--- src/hw/rtl/agfc_pkg.sv ---
`timescale 1ns / 1ps
package agfc_pkg;

	localparam int DEF_MAX_WIDTH  = 256;
	localparam int DEF_MAX_HEIGHT = 256;
	localparam int CW_W   = 13;
	localparam int ADDR_W = 24;

	localparam logic [1:0] CMD_BEGIN = 2'd0;
	localparam logic [1:0] CMD_PIXEL = 2'd1;
	localparam logic [1:0] CMD_READ  = 2'd2;
	localparam logic [1:0] CMD_NEW   = 2'd3;

	localparam logic [1:0] ST_OK       = 2'd0;
	localparam logic [1:0] ST_NO_FRAME = 2'd1;
	localparam logic [1:0] ST_OUTSIDE  = 2'd2;

	localparam logic [2:0] DISP_CLEAR   = 3'd2;
	localparam logic [2:0] DISP_RESTORE = 3'd3;

	localparam logic [19:0] DELAY_DEFAULT_MS = 20'd100;

	localparam logic CFG_WIDTH  = 1'b0;
	localparam logic CFG_HEIGHT = 1'b1;

	typedef struct packed {
		logic [1:0]  command;
		logic [15:0] frame_left;
		logic [15:0] frame_top;
		logic [15:0] frame_width;
		logic [15:0] frame_height;
		logic [2:0]  disposal_method;
		logic [15:0] delay_centi;
		logic [31:0] pixel_bgra;
		logic [7:0]  read_x;
		logic [7:0]  read_y;
	} in_t;

	typedef struct packed {
		logic [31:0] canvas_pixel;
		logic [19:0] delay_ms;
		logic        pixel_landed;
		logic [1:0]  status;
	} out_t;

	typedef enum logic [1:0] {
		OP_BEGIN = 2'd0,
		OP_PIX   = 2'd1,
		OP_RD    = 2'd2,
		OP_NEW   = 2'd3
	} op_kind_t;

	typedef struct packed {
		op_kind_t          kind;
		logic              do_clear;
		logic              do_restore;
		logic              do_save;
		logic              landed;
		logic [1:0]        status;
		logic [CW_W-1:0]   x0;
		logic [CW_W-1:0]   x1;
		logic [CW_W-1:0]   y0;
		logic [CW_W-1:0]   y1;
		logic [ADDR_W-1:0] addr;
		logic [31:0]       bgra;
		logic [19:0]       delay;
	} op_t;

	typedef struct packed {
		logic init_busy;
	} back_stat_t;

endpackage

--- src/hw/rtl/agfc_queue.sv ---
`timescale 1ns / 1ps
module agfc_queue
	import agfc_pkg::*;
(
	input  logic clk,
	input  logic arst_n,
	input  logic push,
	input  op_t  push_op,
	input  logic pop,
	output logic full,
	output logic empty,
	output op_t  head
);

	op_t        ent_q [2];
	logic       wp_q, rp_q;
	logic [1:0] cnt_q;

	assign full  = cnt_q == 2'd2;
	assign empty = cnt_q == 2'd0;
	assign head  = ent_q[rp_q];

	always_ff @(posedge clk) begin
		if (push) ent_q[wp_q] <= push_op;
	end

	always_ff @(posedge clk or negedge arst_n) begin
		if (!arst_n) begin
			wp_q <= 1'b0;
			rp_q <= 1'b0;
			cnt_q <= 2'd0;
		end else begin
			if (push) wp_q <= ~wp_q;
			if (pop) rp_q <= ~rp_q;
			cnt_q <= cnt_q + 2'(push) - 2'(pop);
		end
	end

endmodule

--- config.mk ---
export PLATFORM = sky130hd
export DESIGN_NAME = agfc_queue
export DESIGN_NICKNAME = d
export VERILOG_FILES = /design/src/hw/rtl/agfc_pkg.sv /design/src/hw/rtl/agfc_queue.sv
export SDC_FILE = /design/constraint.sdc
export NUM_CORES = 1
export LEC_CHECK = 0
export ABC_AREA = 1
export ABC_CLOCK_PERIOD_IN_PS = 6800
export BUFFER_PORTS_ARGS = -buffer_cell sky130_fd_sc_hd__buf_2
export CAP_MARGIN = 20
export CORE_ASPECT_RATIO = 2
export CORE_UTILIZATION = 47
export DETAILED_ROUTE_END_ITERATION = 12
export PLACE_DENSITY = 0.76
export SLEW_MARGIN = 20
export SYNTH_ARGS = -nofsm -noshare
export SYNTH_HDL_FRONTEND = slang
export SYNTH_SLANG_ARGS = --single-unit
--- constraint.sdc ---
create_clock -name clk -period 6.8 [get_ports clk]
set_input_delay 1.36 -clock clk [delete_from_list [all_inputs] [get_ports clk]]
set_output_delay 1.36 -clock clk [all_outputs]
set_load 0.01 [all_outputs]
==> metrics.md <==
| Metric | Value |
|---|---|
| Status | complete, but fails checks |
| WP data required | 5.44 ns |
| Post-Place Cells | 1,260 |
| Largest net degree at the start of global routing | 125 |
| Yosys warns | 0 |
| Post-CTS Setup Bufs | 0 |
| Antenna violations before repair | 12 |
| Syn-to-layout area delta | 23.4% |
| Die Area | 22,400 µm² |
| R2R setup slack | 4.49 ns |
| Syn Std Cell Area | 10,200 µm² |
| Leak Pwr | 5.38 nW |
| Multi-input gate area | 1280 µm² |
| Register area | 8270 µm² |
| Worst Skew | 0.0102 ns |
| Worst-skew pair later-pin latency | 0.50 ns |
| Die Y | 211 µm |
| Final hold viol count | 0 |
| Global route overflow | 0 |
| Min-delay src | wp_q |
| Syn avg cell area | 13.9 µm² |
| Drc violations | 1 |
| Number of synthesized register bits | 276 |
| Crit. Startpoint | rp_q |
| First-pass GRT wire length | 29,900 µm |
| Peak supply drop | 0.315 mV |
| # nets final | 1,154 |
| Max-cap violation count | 0 |
| Syn nets | 877 |
| Register area share after synthesis | 0.808 |
| Worst Tran Pin Value | 1.04 ns |
| Final setup vio count | 0 |
| Root Driver | clkbuf_16 |
| Layout cell share with drive strength beyond 1 | 0.309 |
| Fmax | 0.258 GHz |
| Period minus WS final | 3.87 ns |
| CP startpoint kind | register |
| RSZ-0062 raised after global routing | false |
| Vias in the first global route | 5,902 |
| Initial Utilization | 0.478 |
| Final Cycle Share | 0.570 |
| Final TNS setup | 0 ns |
| Final WL | 20,500 µm |
| Final Util | 0.590 |
| Non-filler cells, final | 1,310 |
| Clock Path Buffers | 3 |
| Vias per cell | 4.68 |
| RePlAce Congestion | 0.801 |
| Dpl hpwl | 13,500 µm |
| Post-route ant nets | 0 |
| # hold bufs at CTS | 0 |
| Post-cts sizing count | 0 |
| Relative slew slack | 0.309 |
| Core area | 21,400 µm² |
| # IOs | 278 |
| Pwr per Cell Area | 405 nW/µm² |
| HP Class | register to register |
| Clk slew on worst S/H paths | 0.06 ns |
| H-tree levels | 1 |
| # fillers | 1,721 |
| DRT iter0 DRCs | 379 |
| Crit path kind | register to output port |
| Number of port buffers | 277 |
| Data arrival, critical path | 2.51 ns |
| GRT Overall Usage | 0.179 |
| DR vias | 6,134 |
| Mapped Cells | 735 |
| CTS sink cnt | 276 |
| WL/cell | 15.6 µm |
| Failing checks | design-rule violations |
| Worst r2r src | wp_q |
| Final Max Tran Viols | 0 |
| DIE WIDTH | 106 µm |
| Worst Path Max Fanout | 89 |
| Yosys cell types | 12 |
| Num CTS Buffers | 23 |
| DR pass1 iterations | 10 |
| Crit end category | output port |
| CTS tree | done |
| Std cell rows | 76 |
## path summary, 6_finish.rpt
check | to | cells after the start
worst max-delay path | head[70] | 3
min in group asynchronous | rp_q | 1
worst min register to register | wp_q | 1
worst min-delay path | wp_q | 1
worst max register to register | ent_q[1][55] | 3
max in group asynchronous | rp_q | 1
## cell usage in the layout, fill, tap and decap left out
| cell type | count |
|---|---|
| buf_12 | 1 |
| buf_2 | 277 |
| buf_4 | 4 |
| bufinv_16 | 2 |
| clkbuf_1 | 3 |
| clkbuf_16 | 23 |
| clkinv_1 | 5 |
| clkinv_2 | 3 |
| clkinv_4 | 1 |
| clkinv_8 | 1 |
| clkinvlp_4 | 3 |
| dfrtp_1 | 3 |
| dfrtp_4 | 1 |
| diode_2 | 9 |
| edfxtp_1 | 272 |
| ha_1 | 2 |
| inv_1 | 142 |
| inv_6 | 1 |
| nand2_1 | 142 |
| nand3_1 | 1 |
| nor2_1 | 2 |
| nor2_4 | 1 |
| o21ai_0 | 134 |
| o21ai_1 | 2 |
| xor2_1 | 2 |
## critical path: stages (launching register included)
cell and delay (ns):
dfrtp_4 0.79, buf_4 0.73, o21ai_0 0.26, buf_2 0.19
## through the flow
stage,instance area [µm²],setup WS [ns],hold slack [ns],total power (W)
6_report,12600,2.93,0.580,0.00512
5_1_grt,12600,2.73,0.622,0.00539
4_1_cts,12600,2.88,0.576,0.00519
3_5_place_dp,11900,3.41,0.563,0.00391
3_3_place_gp,11900,3.43,0.540,0.00387
2_1_floorplan,10200,1.45,0.481,0.00327
## report_power, final
| part | internal (W) | switching, W |
|---|---|---|
| Clock | 0.000703 | 0.000572 |
| Combinational | 0.000483 | 0.000972 |
| Sequential | 0.00226 | 0.000126 |
## registers in the layout (all words and copies together), names as in the netlist
name and count:
cnt_q 2, wp_q 1, ent_q 272, rp_q 1
## kinds of logic after synthesis
kind of cell / Yosys count / synth area share
adders and majority gates: 2 / 0.00245
xor gates and xnor gates: 2 / 0.00171
and+or+nand+nor: 146 / 0.0537
DFF: 276 / 0.808
AOI/OAI and AO/OA: 136 / 0.0665
buffers and inverters: 173 / 0.0674
## final cells by class
cell class / count / share of cell area
Inverter: 143 / 0.0429
Timing Repair Buffer: 282 / 0.114
Clock inverter: 15 / 0.0112
Multi-Input combinational cell: 286 / 0.101
Clock buffer: 26 / 0.0465
Tap cell: 273 / 0.0271
Antenna cell: 9 / 0.00178
Sequential cell: 276 / 0.655
## cell usage after synthesis
master | count | area, µm²
dfrtp_1 | 4 | 100
nand2_1 | 142 | 533
edfxtp_1 | 272 | 8170
inv_1 | 143 | 537
o21ai_1 | 2 | 10.0
xor2_1 | 2 | 17.5
ha_1 | 2 | 25.0
nor2_1 | 3 | 11.3
buf_4 | 1 | 7.51
buf_2 | 29 | 145
o21ai_0 | 134 | 671
nand3_1 | 1 | 5.00
## routing by layer
layer	vias up	global-route usage	routed length, µm
li1	3033	-	-
met1	2841	0.190	7280
met2	210	0.322	11100
met4	2	0.107	941
met3	48	0.0342	1170
met5	-	0	8
(Power assumes the default switching activity.)
